`config.mk`:
```
export PLATFORM = sky130hd
export DESIGN_NAME = pwpm_chan
export DESIGN_NICKNAME = d
export VERILOG_FILES = /design/src/rtl/pwpm_pkg.sv /design/src/rtl/pwpm_chan.sv
export SDC_FILE = /design/constraint.sdc
export NUM_CORES = 2
export LEC_CHECK = 0
export BUFFER_PORTS_ARGS = -buffer_cell sky130_fd_sc_hd__buf_2
export CORE_MARGIN = 5
export CORE_UTILIZATION = 45
export CTS_BUF_LIST = sky130_fd_sc_hd__clkbuf_4
export DETAILED_ROUTE_END_ITERATION = 8
export GPL_ROUTABILITY_DRIVEN = 0
export REMOVE_ABC_BUFFERS = 1
export SYNTH_ARGS = -nofsm -noshare
export SYNTH_HDL_FRONTEND = slang
export SYNTH_SLANG_ARGS = --single-unit
```
`constraint.sdc`:
```
create_clock -name clk -period 23.6 [get_ports clk]
set_clock_uncertainty 0.1 [all_clocks]
set_input_delay 4.72 -clock clk [delete_from_list [all_inputs] [get_ports clk]]
set_output_delay 4.72 -clock clk [all_outputs]
set_load 0.03 [all_outputs]
```
`src/rtl/pwpm_pkg.sv`:
```
`timescale 1ns / 1ps
`default_nettype none

package pwpm_pkg;

  localparam int PALETTE_DEPTH_DEF = 65536;

  localparam int SAMPLE_W = 17;
  localparam int THRESH_W = 18;
  localparam int SCALE_W  = 32;
  localparam int GAIN_W   = 24;
  localparam int DIFF_W   = 19;
  localparam int PROD_W   = DIFF_W + SCALE_W;
  localparam int COLOR_W  = 8;
  localparam int ENTRY_W  = 3 * COLOR_W;
  localparam int INDEX_W  = 16;
  localparam int CFG_IDX_W  = 3;
  localparam int CFG_DATA_W = 32;
  localparam int NUM_CH     = 3;

  typedef enum logic [CFG_IDX_W-1:0] {
    REG_CHANNEL_COUNT = 3'd0,
    REG_THRESHOLD_CH0 = 3'd1,
    REG_THRESHOLD_CH1 = 3'd2,
    REG_THRESHOLD_CH2 = 3'd3,
    REG_SCALE_CH0     = 3'd4,
    REG_SCALE_CH1     = 3'd5,
    REG_SCALE_CH2     = 3'd6,
    REG_CONTROL       = 3'd7
  } cfg_reg_t;

  localparam logic [1:0] CH_COUNT_ONE   = 2'd1;
  localparam logic [1:0] CH_COUNT_TWO   = 2'd2;
  localparam logic [1:0] CH_COUNT_THREE = 2'd3;

  localparam int CTRL_GAIN_BIT  = 0;
  localparam int CTRL_PLANE_LSB = 1;

  localparam logic [1:0]          RST_CHANNEL_COUNT = CH_COUNT_ONE;
  localparam logic [THRESH_W-1:0] RST_THRESHOLD     = '0;
  localparam logic [SCALE_W-1:0]  RST_SCALE         = 32'h0001_0000;
  localparam logic [3:0]          RST_CONTROL       = 4'd14;

  typedef struct packed {
    logic s1;
    logic s2;
    logic s3;
    logic s4;
  } adv_t;

endpackage

`default_nettype wire

```
`src/rtl/pwpm_chan.sv`:
```
`timescale 1ns / 1ps
`default_nettype none

module pwpm_chan #(
  parameter int DEPTH = pwpm_pkg::PALETTE_DEPTH_DEF,
  localparam int AW   = $clog2(DEPTH)
) (
  input  wire logic                                 clk,
  input  wire pwpm_pkg::adv_t                       adv,
  input  wire logic signed [pwpm_pkg::SAMPLE_W-1:0] sample,
  input  wire logic        [pwpm_pkg::GAIN_W-1:0]   gain,
  input  wire logic signed [pwpm_pkg::THRESH_W-1:0] threshold,
  input  wire logic signed [pwpm_pkg::SCALE_W-1:0]  scale,
  input  wire logic                                 gain_en,
  input  wire logic                                 plane_en,
  input  wire logic                                 mask_s3,
  output logic             [AW-1:0]                 idx
);

  localparam int DW    = pwpm_pkg::DIFF_W;
  localparam int PW    = pwpm_pkg::PROD_W;
  localparam int GW    = pwpm_pkg::GAIN_W;
  localparam int VHI_W = PW - 1 - 16;
  localparam int HI_W  = VHI_W + GW;
  localparam int LO_W  = 16 + GW;
  localparam int Q_W   = HI_W - 16;

  logic signed [DW-1:0]    diff_r, diff_nxt;
  logic        [GW-1:0]    gain1_r, gain2_r;
  logic signed [PW-1:0]    prod_r, prod_nxt;
  logic                    pos_r, pos_nxt;
  logic        [HI_W-1:0]  hi_r, hi_nxt;
  logic        [GW-1:0]    lo_r, lo_nxt;
  logic        [VHI_W-1:0] plain_r;
  logic        [LO_W-1:0]  lo_prod;
  logic        [HI_W-1:0]  sum;
  logic        [Q_W-1:0]   val;
  logic        [AW-1:0]    clamp;
  logic        [AW-1:0]    idx_r, idx_nxt;

  always_comb begin
    diff_nxt = DW'(sample) - DW'(threshold);
    prod_nxt = PW'(diff_r) * PW'(scale);
    pos_nxt  = !prod_r[PW-1] && (|prod_r);
    hi_nxt   = HI_W'(prod_r[PW-2:16]) * HI_W'(gain2_r);
    lo_prod  = LO_W'(prod_r[15:0]) * LO_W'(gain2_r);
    lo_nxt   = lo_prod[LO_W-1:16];
  end

  always_comb begin
    sum = hi_r + HI_W'(lo_r);
    val = gain_en ? sum[HI_W-1:16] : Q_W'(plain_r);
    if (val >= Q_W'(DEPTH)) begin
      clamp = AW'(DEPTH - 1);
    end else begin
      clamp = val[AW-1:0];
    end
    idx_nxt = mask_s3 ? clamp : (clamp >> 1);
    if (!plane_en || !pos_r) begin
      idx_nxt = '0;
    end
  end

  always_ff @(posedge clk) begin
    if (adv.s1) begin
      diff_r  <= diff_nxt;
      gain1_r <= gain;
    end
    if (adv.s2) begin
      prod_r  <= prod_nxt;
      gain2_r <= gain1_r;
    end
    if (adv.s3) begin
      pos_r   <= pos_nxt;
      hi_r    <= hi_nxt;
      lo_r    <= lo_nxt;
      plain_r <= prod_r[PW-2:16];
    end
    if (adv.s4) begin
      idx_r <= idx_nxt;
    end
  end

  assign idx = idx_r;

endmodule

`default_nettype wire

```
# Yosys cells after proc, flatten, opt, wreduce, memory -nomap -nowiden
# Index checks and enable logic that the tools add are counted.
dict set report word_totals {
  in_bits 99
  latch_bits 0
  ramBits 0
  mem_bits_ro 0
  n_memories 0
  output_inout_bits 16
  ff_bits 251
}
dict set report op_classes {
  n_addsub 2
  shifts 0
  magnitude_cmp 1
  n_div 0
  n_eq_ne 0
  reduce_logical 7
  multipliers 3
  muxes 3
  bitwise 1
}
# operator count
set ops {}
lappend ops {{adder 58 x 24 -> 58 bit} 1}
lappend ops {{multiplier 34 x 24 -> 58 bit} 1}
lappend ops {{multiplier 19 x 32 -> 51 bit} 1}
lappend ops {{OR reduction 51 bit} 1}
lappend ops {{>= comparator 42 x 17 -> 1 bit, second input constant} 1}
lappend ops {{two-way mux 42 bit} 1}
lappend ops {{multiplier 16 x 24 -> 40 bit} 1}
lappend ops {{subtractor 17 x 18 -> 19 bit} 1}
lappend ops {{two-way mux 16 bit} 1}
lappend ops {{two-way mux 15 bit} 1}
lappend ops {{zero test 1 bit} 3}
lappend ops {{OR reduction 2 bit} 1}
lappend ops {{logical AND 1 bit} 1}
lappend ops {{logical OR 1 bit} 1}
lappend ops {{inverter 1 bit} 1}

# Longest topological paths before layout
dict set report logic_depth {
  ltp_word 5
  mapped_depth 27
  ltp_nobuf 25
}

# Worst setup path after synthesis
# No wires, ideal clock.
dict set report synth_timing {
  path_type {input to register}
  from {in scale[14] in the netlist's numbering}
  to {reg prod_r[50], data pin}
  required_ps 23326
  slack_ps 12172
  path_stages 24
  setup_ps 174
  arrival_ps 11154
  cell_sequence {clkbuf_1 -> clkbuf_1 -> nand2_1 -> fa_1 -> inv_1 -> fa_1 -> inv_1 -> fa_1 -> fa_1 -> inv_1 -> fa_1 -> fa_1 -> fa_1 -> ha_1 -> and4_1 -> nand2_1 -> o211ai_1 -> a21o_1 -> a31oi_1 -> o21a_1 -> o311ai_1 -> a41oi_2 -> o21a_1 -> a311oi_1}
}
dict set report synth_via {
  elab_chain_len 1
}
# item line
set synth_rtl {}
lappend synth_rtl {{start, declared} pwpm_chan.sv:13} ;# input wire logic signed [pwpm_pkg::SCALE_W-1:0] scale,
lappend synth_rtl {{multiplier 19 x 32 -> 51 bit} pwpm_chan.sv:43} ;# prod_nxt = PW'(diff_r) * PW'(scale);
lappend synth_rtl {{net prod_nxt[50]} pwpm_chan.sv:30} ;# logic signed [PW-1:0] prod_r, prod_nxt;
lappend synth_rtl {{end signal, assigned} pwpm_chan.sv:70} ;# prod_r <= prod_nxt;
lappend synth_rtl {{end, declared} pwpm_chan.sv:30}
# The timed path passes the listed nets, and every way through them passes these cells.
# A chain may end at the register's enable or synchronous reset.

# Worst setup path in the final report
dict set report layout_timing {
  from {in scale[10] in the netlist's numbering}
  to {reg prod_r[47], data pin}
}
# Same word-level chain as after synthesis.

==> metrics.yaml <==
outcome: "finished clean"
hold_class: "reg2reg"
routedWlPerCell_um: 19.6
synthSimpleGateAreaFrac: 0.156
drt_wl_total_mm: 182
synth_area_per_cell_um2: 9.48
vias_per_cell: 5.23
path_class: "in2reg"
synth_adder_area_share: 0.552
mostFrequentLayoutCells: "inv_1 (1738), fa_1 (1598), nand2_1 (1087)"
die_w_um: 401
synth-warning-count: 0
finalSetupViolCount: 0
cp_data_arrival_time_ns: 11.65
synth_seq_area_share: 0.110
drive_gt1_frac: 0.0535
r2r_start: "gain2_r[0]$_DFFE_PP_"
register_area_mm2: 0.00754
final_antenna_net_count: 0
drc_errors: 0
r2r_end: "hi_r[56]$_DFFE_PP_"
grt_pass1_wl_mm: 292
layout_commonest_cell: "inv_1"
crit_end: "prod_r[47]$_DFFE_PP_"
ys.flop_type: "edfxtp_1"
ys_async_sr_fraction: 0
utilization: 0.476
dieArea_mm2: 0.161
num-fill-cells: 14500
finalMaxSlewViolations: 0
syn2layout_area_growth_pct: 5.20
cp.required_ns: 24.18
synth-edff-count: 251
vias: 48600
track_usage: 0.231
start_util: 0.452
dp_hpwl_mm: 140
crit_path_start: "scale[10]"
synth-compound-area-share: 0.0447
cts_inserted_buffers: 77
die_h_um: 401
synth_top_family_by_area: "adder cells"
synth_xor_area_frac: 0.0194
first_global_vias: 53200
insertion_delay_ns: 0.94
worstMarginPinSlew_ns: 1.20
pin_count: 115
post-route-period-util: 0.469
cts_hold_buf: 0
hold_violations: 0
rsz0062_at_grt: "no"
core_mm2: 0.152
synth_seq_cells: 251
cts_resized: 0
cts_buffer_depth: 3
clock_sinks: 251
cts_root_buf: "clkbuf_4"
r2r_cells: 24
io_buffers: 114
multi_input_area_mm2: 0.0533
synthMuxAreaShare: 0.00404
overflow: 0
setup_tns_ns: 0
synthCells: 7254
max_freq_mhz: 90.3
r2r_setup_slack_ns: 14.32
h-tree-depth: 3
drt_iter0_markers: 3088
maxSlewHeadroom: 0.197
end_kind: "flop"
cap_violations: 0
synth_cell_types: 79
grt_max_degree: 69
rows: 143
fin_crit_ns: 11.07
nNetsFinal: 9360
cts_setup_buffers: 0
cts_tree: "done"
clk_pin_slew_worst_paths_ns: 0.06
antenna_found_initial: 17
synth.cell_area_mm2: 0.0687
start_kind: "primary input"
critPathMaxFanout: 19
drt_pass1_iterations: 5
==> sequential cells by signal (all words and copies together), names as in the netlist, 16 cells and up <==
signal	flops
gain1_r	24
hi_r	58
plain_r	34
lo_r	24
idx	16
prod_r	51
gain2_r	24
diff_r	19
==> logic make-up after synthesis <==
group / Yosys count
AO/OA/AOI/OAI: 450
XOR/XNOR: 152
adder cells (fa/ha/maj): 2071
buffers and inverters: 2101
flip-flops: 251
multiplexers: 27
AND/OR/NAND/NOR: 2202
==> critical path, cell delays in order <==
cell       delay, ns
buf_2           0.35
nand2_1         0.14
fa_1            0.53
fa_1            0.55
inv_1           0.06
fa_1            0.52
inv_1           0.07
fa_1            0.49
fa_1            0.49
inv_1           0.05
fa_1            0.43
ha_1            0.29
ha_1            0.36
a211oi_1        0.33
o21ai_0         0.20
a211o_1         0.29
a211oi_1        0.40
o211ai_1        0.23
a31oi_2         0.35
o2111ai_1       0.26
a31o_2          0.28
a21oi_1         0.16
xnor2_1         0.08
==> cell usage after synthesis (41+ instances only) <==
library cell | count | share of area
nor3_1 | 41 | 0.0030
and2_1 | 771 | 0.070
edfxtp_1 | 251 | 0.11
o21ai_0 | 76 | 0.0055
nor2_1 | 113 | 0.0062
a21o_1 | 51 | 0.0056
a21oi_1 | 126 | 0.0092
xnor2_1 | 110 | 0.014
ha_1 | 473 | 0.086
clkbuf_1 | 359 | 0.020
inv_1 | 1738 | 0.095
fa_1 | 1598 | 0.47
xor2_1 | 42 | 0.0054
nand2_1 | 1087 | 0.059
nand3_1 | 42 | 0.0031
==> per-stage QoR <==
step / hold WS (ns) / cells / cell area (um^2) / setup slack [ns]
final: 0.193 / 9286 / 72300 / 12.53
after global routing: 0.194 / 9284 / 72300 / 12.33
after CTS: 0.162 / 9279 / 72300 / 12.64
after detailed placement: 0.308 / 9141 / 71300 / 11.59
after global placement: 0.310 / 9141 / 71300 / 11.68
after floorplan: 0.300 / 6891 / 67400 / 12.65
==> metal layers <==
layer  vias up  routed length [um]  track usage
met2      1642               88600        0.389
li1      21300                   -            -
met3       375               13800       0.0502
met4         4                5890       0.0739
met1     25300               73500        0.297
met5         -                  32            0
==> worst min-delay path by stage <==
stage	depth (start not counted)	end	slack, ns	from
floorplan	0	gain2_r[0]$_DFFE_PP_	0.30	gain1_r[0]$_DFFE_PP_
global placement	0	gain2_r[14]$_DFFE_PP_	0.31	gain1_r[14]$_DFFE_PP_
detailed placement	0	gain2_r[14]$_DFFE_PP_	0.31	gain1_r[14]$_DFFE_PP_
CTS	0	gain2_r[14]$_DFFE_PP_	0.16	gain1_r[14]$_DFFE_PP_
global route	0	gain2_r[14]$_DFFE_PP_	0.19	gain1_r[14]$_DFFE_PP_
finish	0	gain2_r[14]$_DFFE_PP_	0.19	gain1_r[14]$_DFFE_PP_
==> final cells by class <==
cell class                      instances  area share
Clock inverter                         35     0.00336
Tap cell                             2030      0.0351
Clock buffer                          103      0.0107
Timing Repair Buffer                  220      0.0190
Sequential cell                       251       0.104
Inverter                             1738      0.0902
Multi-Input combinational cell       4902       0.737
Antenna cell                            7    0.000242
Power is left out: the tool's default activity adds up to more than one toggle a clock period on the data nets, which glitch-free logic cannot reach.
